$ cat config.mk
export PLATFORM = sky130hd
export DESIGN_NAME = top_k_largest_tracker
export DESIGN_NICKNAME = d
export VERILOG_FILES = /design/src/tklt_pkg.sv /design/src/tklt_cell.sv /design/src/top_k_largest_tracker.sv
export SDC_FILE = /design/constraint.sdc
export NUM_CORES = 2
export LEC_CHECK = 0
export BUFFER_PORTS_ARGS = -buffer_cell sky130_fd_sc_hd__buf_2
export CORE_ASPECT_RATIO = 1.75
export CORE_UTILIZATION = 50
export CTS_CLUSTER_DIAMETER = 200
export DETAILED_ROUTE_END_ITERATION = 8
export GPL_ROUTABILITY_DRIVEN = 0
export PLACE_DENSITY = 0.78
export SYNTH_ARGS = -nofsm -noshare
export SYNTH_HDL_FRONTEND = slang
export SYNTH_SLANG_ARGS = --single-unit
$ cat constraint.sdc
create_clock -name aclk -period 13.5 [get_ports aclk]
set_input_delay 4.05 -clock aclk [delete_from_list [all_inputs] [get_ports aclk]]
set_output_delay 4.05 -clock aclk [all_outputs]
set_load 0.01 [all_outputs]
$ cat src/tklt_pkg.sv
package tklt_pkg;

    localparam int SIZE_W = 64;
    localparam int CNT_W  = 5;
    localparam int RANK_W = 4;
    localparam int OTAG_W = 32;

    localparam logic ACT_INSERT = 1'b0;
    localparam logic ACT_READ   = 1'b1;

    // per-cell control; ins_en is shared by every cell of the chain
    typedef struct packed {
        logic ins_en;   // an insert lands somewhere in the list this cycle
        logic valid;    // cell holds a live entry
        logic prev_ge;  // upstream neighbor keeps its entry
    } cell_ctl_t;

endpackage

$ cat src/tklt_cell.sv
module tklt_cell #(
    parameter int TW = 32
) (
    input  logic                        aclk,
    input  tklt_pkg::cell_ctl_t         ctl,
    input  logic [tklt_pkg::SIZE_W-1:0] new_size,
    input  logic [TW-1:0]               new_tag,
    input  logic [tklt_pkg::SIZE_W-1:0] prev_size,
    input  logic [TW-1:0]               prev_tag,
    output logic                        ge,
    output logic [tklt_pkg::SIZE_W-1:0] size_q,
    output logic [TW-1:0]               tag_q
);
    import tklt_pkg::*;

    logic [SIZE_W-1:0] size_reg, size_next;
    logic [TW-1:0]     tag_reg, tag_next;

    // equal sizes keep their place ahead of the newcomer
    assign ge = ctl.valid && (size_reg >= new_size);

    always_comb begin
        size_next = size_reg;
        tag_next  = tag_reg;
        if (ctl.ins_en && !ge) begin
            if (ctl.prev_ge) begin
                size_next = new_size;
                tag_next  = new_tag;
            end else begin
                size_next = prev_size;
                tag_next  = prev_tag;
            end
        end
    end

    always_ff @(posedge aclk) begin
        size_reg <= size_next;
        tag_reg  <= tag_next;
    end

    assign size_q = size_reg;
    assign tag_q  = tag_reg;

endmodule

$ cat src/top_k_largest_tracker.sv
// Keeps the largest entries seen so far, sorted largest first, in a chain of cells, one entry
// per cell. An insert item is compared against every cell at once and the list shifts by one
// cell in the same clock, so an item of either kind is accepted every cycle unless the output
// stalls; its registered result reflects the list after that item. Ties place the new entry
// behind entries of equal size. keep_limit 0 acts as 1 and values above the cell count act as
// the cell count; lowering it drops the extra entries at once. The list is empty after reset
// and keep_limit resets to 16. Configuration must be written only while idle, not enforced.
module top_k_largest_tracker #(
    parameter int MAX_ENTRIES = 16,
    parameter int TAG_BITS    = 32
) (
    input  logic         aclk,
    input  logic         aresetn,
    input  logic         cfg_valid,
    output logic         cfg_ready,
    input  logic [4:0]   cfg_data,    // keep_limit
    input  logic         s_tvalid,
    output logic         s_tready,
    input  logic [103:0] s_tdata,     // entry_size[63:0], entry_tag[95:64], read_rank[99:96]
    input  logic [0:0]   s_tuser,     // action
    output logic         m_tvalid,
    input  logic         m_tready,
    output logic [167:0] m_tdata      // read_size[63:0], read_tag[95:64], read_valid[96],
                                      // entry_count[101:97], smallest_kept[165:102],
                                      // list_full[166]
);
    import tklt_pkg::*;

    // the limit cannot exceed 31, so cells beyond that never hold an entry
    localparam int CELLS = (MAX_ENTRIES < 31) ? MAX_ENTRIES : 31;
    localparam int IW    = (CELLS > 1) ? $clog2(CELLS) : 1;
    localparam int TW    = (TAG_BITS < OTAG_W) ? TAG_BITS : OTAG_W;

    function automatic logic [CNT_W-1:0] eff_limit(input logic [CNT_W-1:0] v);
        logic [CNT_W-1:0] r;
        if (v == '0) begin
            r = CNT_W'(1);
        end else if (v > CNT_W'(CELLS)) begin
            r = CNT_W'(CELLS);
        end else begin
            r = v;
        end
        return r;
    endfunction

    logic [SIZE_W-1:0] in_size;
    logic [TW-1:0]     in_tag;
    logic [RANK_W-1:0] in_rank;
    logic              in_action;

    assign in_size   = s_tdata[63:0];
    assign in_tag    = s_tdata[64 +: TW];
    assign in_rank   = s_tdata[99:96];
    assign in_action = s_tuser[0];

    logic [CNT_W-1:0]  limit_reg, limit_next;
    logic [CNT_W-1:0]  count_reg, count_next;
    logic              pend_reg, pend_next;
    logic              pend_action_reg, pend_action_next;
    logic [RANK_W-1:0] pend_rank_reg, pend_rank_next;
    logic              m_tvalid_reg, m_tvalid_next;
    logic [167:0]      m_tdata_reg, m_tdata_next;

    logic [CNT_W-1:0]  lim;
    logic [CNT_W-1:0]  lim_m1;
    logic              out_free;
    logic              in_acc;
    logic              cfg_acc;
    logic              shift_en;
    logic [CELLS-1:0]  ge_vec;
    logic [SIZE_W-1:0] size_arr [CELLS];
    logic [TW-1:0]     tag_arr  [CELLS];

    assign lim      = eff_limit(limit_reg);
    assign lim_m1   = lim - CNT_W'(1);
    assign out_free = !m_tvalid_reg || m_tready;
    assign s_tready = !pend_reg || out_free;
    assign in_acc   = s_tvalid && s_tready;
    assign cfg_ready = 1'b1;
    assign cfg_acc  = cfg_valid;
    // an insert behind the last allowed rank is rejected
    assign shift_en = in_acc && (in_action == ACT_INSERT) && !ge_vec[lim_m1[IW-1:0]];

    for (genvar i = 0; i < CELLS; i++) begin : g_cell
        cell_ctl_t         ctl;
        logic [SIZE_W-1:0] p_size;
        logic [TW-1:0]     p_tag;

        if (i == 0) begin : g_head
            assign ctl.prev_ge = 1'b1;
            assign p_size      = in_size;
            assign p_tag       = in_tag;
        end else begin : g_body
            assign ctl.prev_ge = ge_vec[i-1];
            assign p_size      = size_arr[i-1];
            assign p_tag       = tag_arr[i-1];
        end
        assign ctl.ins_en = shift_en;
        assign ctl.valid  = CNT_W'(i) < count_reg;

        tklt_cell #(
            .TW(TW)
        ) u_cell (
            .aclk      (aclk),
            .ctl       (ctl),
            .new_size  (in_size),
            .new_tag   (in_tag),
            .prev_size (p_size),
            .prev_tag  (p_tag),
            .ge        (ge_vec[i]),
            .size_q    (size_arr[i]),
            .tag_q     (tag_arr[i])
        );
    end

    logic              rd_ok;
    logic [SIZE_W-1:0] rd_size;
    logic [OTAG_W-1:0] rd_tag;
    logic [SIZE_W-1:0] smallest;
    logic              full;
    logic [IW-1:0]     rd_idx;
    logic [IW-1:0]     last_idx;

    assign rd_idx   = IW'(pend_rank_reg);
    assign last_idx = IW'(count_reg - CNT_W'(1));
    assign rd_ok    = (pend_action_reg == ACT_READ) && ({1'b0, pend_rank_reg} < count_reg);
    assign rd_size  = rd_ok ? size_arr[rd_idx] : '0;
    assign rd_tag   = rd_ok ? OTAG_W'(tag_arr[rd_idx]) : '0;
    assign smallest = (count_reg != '0) ? size_arr[last_idx] : '0;
    assign full     = count_reg >= lim;

    always_comb begin
        limit_next       = limit_reg;
        count_next       = count_reg;
        pend_next        = pend_reg;
        pend_action_next = pend_action_reg;
        pend_rank_next   = pend_rank_reg;
        m_tvalid_next    = m_tvalid_reg;
        m_tdata_next     = m_tdata_reg;

        if (cfg_acc) begin
            limit_next = cfg_data;
            if (count_reg > eff_limit(cfg_data)) begin
                count_next = eff_limit(cfg_data);
            end
        end else if (shift_en && (count_reg < lim)) begin
            count_next = count_reg + CNT_W'(1);
        end

        // result is taken from the cells after the item has changed them, once the output is free
        if (pend_reg && out_free) begin
            m_tvalid_next = 1'b1;
            m_tdata_next  = {1'b0, full, smallest, count_reg, rd_ok, rd_tag, rd_size};
        end else if (m_tready) begin
            m_tvalid_next = 1'b0;
        end

        if (in_acc) begin
            pend_next        = 1'b1;
            pend_action_next = in_action;
            pend_rank_next   = in_rank;
        end else if (out_free) begin
            pend_next = 1'b0;
        end
    end

    always_ff @(posedge aclk) begin
        if (!aresetn) begin
            limit_reg    <= CNT_W'(16);
            count_reg    <= '0;
            pend_reg     <= 1'b0;
            m_tvalid_reg <= 1'b0;
        end else begin
            limit_reg    <= limit_next;
            count_reg    <= count_next;
            pend_reg     <= pend_next;
            m_tvalid_reg <= m_tvalid_next;
        end
        pend_action_reg <= pend_action_next;
        pend_rank_reg   <= pend_rank_next;
        m_tdata_reg     <= m_tdata_next;
    end

    assign m_tvalid = m_tvalid_reg;
    assign m_tdata  = m_tdata_reg;

endmodule

==> impl_metrics.json <==
{
  "cts_tree": "done",
  "ant_nets": 0,
  "swShare": 0.348,
  "dieHeight_um": 627,
  "finalPower_mw": 18.9,
  "htree_levels": 4,
  "async_flop_share": 0,
  "status": "finished, violations left",
  "dp_hpwl_mm": 269,
  "port_buffers": 279,
  "hold_path.class": "flop to flop",
  "antenna_found_initial": 90,
  "die_area_mm2": 0.225,
  "cts_hold_buf": 0,
  "multiInputGateArea_mm2": 0.0581,
  "finClkSkew_ps": 88.5,
  "grt_first_pass_wirelength_mm": 609,
  "peakVddDrop_mv": 0.170,
  "slew-limit-headroom": -0.0784,
  "cp-end-kind": "flop",
  "syn_avg_cell_area_um2": 14.4,
  "finalCritPeriodShare": 0.851,
  "cp_cell_sequence": "buf_2 -> inv_1 -> ha_1 -> nand4_1 -> a21oi_1 -> a211oi_1 -> nor4bb_1 -> a31oi_4 -> o311ai_0 -> a311oi_1 -> a22oi_1 -> buf_4 -> nor2b_4 -> buf_4 -> buf_4",
  "power.leakage_nw": 43.8,
  "root_buffer": "clkbuf_16",
  "maxSlewViolCount": 3,
  "die_w_um": 359,
  "switchingPower_mw": 6.56,
  "worstPathRequired_ps": 13970,
  "violations": "max-capacitance violations, max-slew violations",
  "yosysTopAreaCellShare": 0.460,
  "p_int_mw": 12.3,
  "start_util": 0.503,
  "ys_top_cells_by_area": "edfxtp_1, mux4_2, mux2_2",
  "grt_pass1_vias": 82500,
  "arrival_ps": 11960,
  "nNetsFinal": 9001,
  "min_period_ps": 11490,
  "tightest_slew_ps": 1620,
  "area_growth_pct": 9.46,
  "cts.sinks": 1720,
  "post_cts_buffers": 0,
  "insertion_delay_ps": 920,
  "synth-seq-area-share": 0.462,
  "ys_types": 82,
  "cp_max_fo": 29,
  "power_frac_seq": 0.415,
  "synth_seq_cells": 1720,
  "hold_viol_final": 0,
  "grt_usage": 0.381,
  "dp_slack_ps": 2190,
  "postRouteWirelength_mm": 432,
  "grt_max_degree": 139,
  "fillers": 17400,
  "cp.buffers_inverters": 5,
  "cellPowerDensity_mw_per_mm2": 154,
  "cp_common_cell": "buf_4",
  "dr.first_iter.drc_count": 12400,
  "critPathSlowestCell": "a211oi_1",
  "wl_per_cell_um": 39.6,
  "largest_reg_flops": 1024,
  "cts_buffers": 177,
  "grt_overflow": 0,
  "placed_area_mm2": 0.116,
  "final_common_cell": "edfxtp_1",
  "rows": 229,
  "synth_cells": 7752,
  "via_per_inst": 7.56,
  "rsz0062_at_grt": "false",
  "clk_pin_slew_ps": 70,
  "boundaryPins": 286,
  "final_area_mm2": 0.122,
  "register_area_mm2": 0.0515,
  "worst_slack_ps": 2010,
  "timing.hold.ws_ps": 518,
  "ys_warn_count": 0,
  "slowest_delay_ps": 1040,
  "vias": 82500,
  "syn_area_mm2": 0.112,
  "cp-start-kind": "input pin",
  "synth-edff-count": 1708,
  "remaining_drc_errors": 0,
  "post_cts_resize_count": 0,
  "synth_top_area_cell": "edfxtp_1",
  "clockBufferDepth": 4,
  "max_freq_mhz": 87.0,
  "share_comb_of_total_power": 0.314,
  "crit_type": "input pin to flop",
  "core_area_mm2": 0.222,
  "drive_gt1_frac": 0.347,
  "synth.net_count": 8908,
  "final_cell_mix": "edfxtp_1, mux2_2, ha_1, mux4_2, nand2_1",
  "path_delay_family": "compound AO/OA/AOI/OAI gates",
  "setup_viol_count_final": 0,
  "first_pass_iters": 9,
  "maxCapViolCount": 2,
  "setup-tns-final_ps": 0,
  "clkPwrFrac": 0.271,
  "synthFlopType": "edfxtp_1"
}
[path summary, 6_finish.rpt]
| check | from | endpoint | slack (ps) | cells past startpoint |
|---|---|---|---|---|
| hold reg to reg | g_cell[13].u_cell.tag_q[24] | g_cell[14].u_cell.tag_q[24] | 520 | 1 |
| hold / removal | g_cell[13].u_cell.tag_q[24] | g_cell[14].u_cell.tag_q[24] | 520 | 1 |
| setup / recovery | s_tdata[62] | g_cell[7].u_cell.tag_q[25] | 2010 | 15 |
| setup reg to reg | g_cell[11].u_cell.size_q[62] | g_cell[7].u_cell.tag_q[25] | 5560 | 13 |
[synthesized netlist by cell type, types with 57 or more instances]
cell      count
a211oi_1    176
a21o_1       97
a21oi_1     348
buf_1        93
clkbuf_1    390
edfxtp_1   1708
ha_1       1041
inv_1       107
mux2_2     1303
mux2i_1      71
mux4_2      736
nand2_1     389
nand3_1      93
nand4_1     141
nor2_1      139
nor2b_1     191
nor3_1       57
o21ai_0     314
[power by group through the flow]
stage	logic (mW)	registers, mW	clock network, mW
finish	5.92	7.83	5.12
global route	6.07	7.87	5.28
CTS	5.63	7.77	5.12
detailed placement	5.59	7.88	0
global placement	5.44	7.82	0
floorplan	3.62	7.59	0
[per-stage QoR]
step,cells,util
floorplan,7752,-
CTS,10900,0.549
global placement,10500,0.523
detailed placement,10500,0.523
finish,10900,0.550
global route,10900,0.550
[routing by layer]
metal | wire length (µm) | track usage | vias to the layer above
met5 | 443 | 0.000862 | -
met4 | 50200 | 0.345 | 64
met3 | 61500 | 0.128 | 2704
met2 | 188000 | 0.574 | 7640
met1 | 132000 | 0.428 | 40300
li1 | - | - | 31800
[cells by family after synthesis]
family | synth area share
compound gates | 0.0628
xor+xnor | 0.000393
fa+ha+maj | 0.117
buf+inv | 0.0205
flops | 0.462
mux | 0.286
other cells | 0.0000673
simple gates | 0.0513
[cell type report]
cell class	instances	share of cell area
multi-input cells	5429	0.476
clock buffers	207	0.0377
clock inverters	101	0.00906
well taps	2887	0.0296
flip-flops and latches	1720	0.422
inverters	109	0.00335
repair buffers	408	0.0215
diodes	48	0.000983
Note: power is estimated with default switching activity, not from simulation.
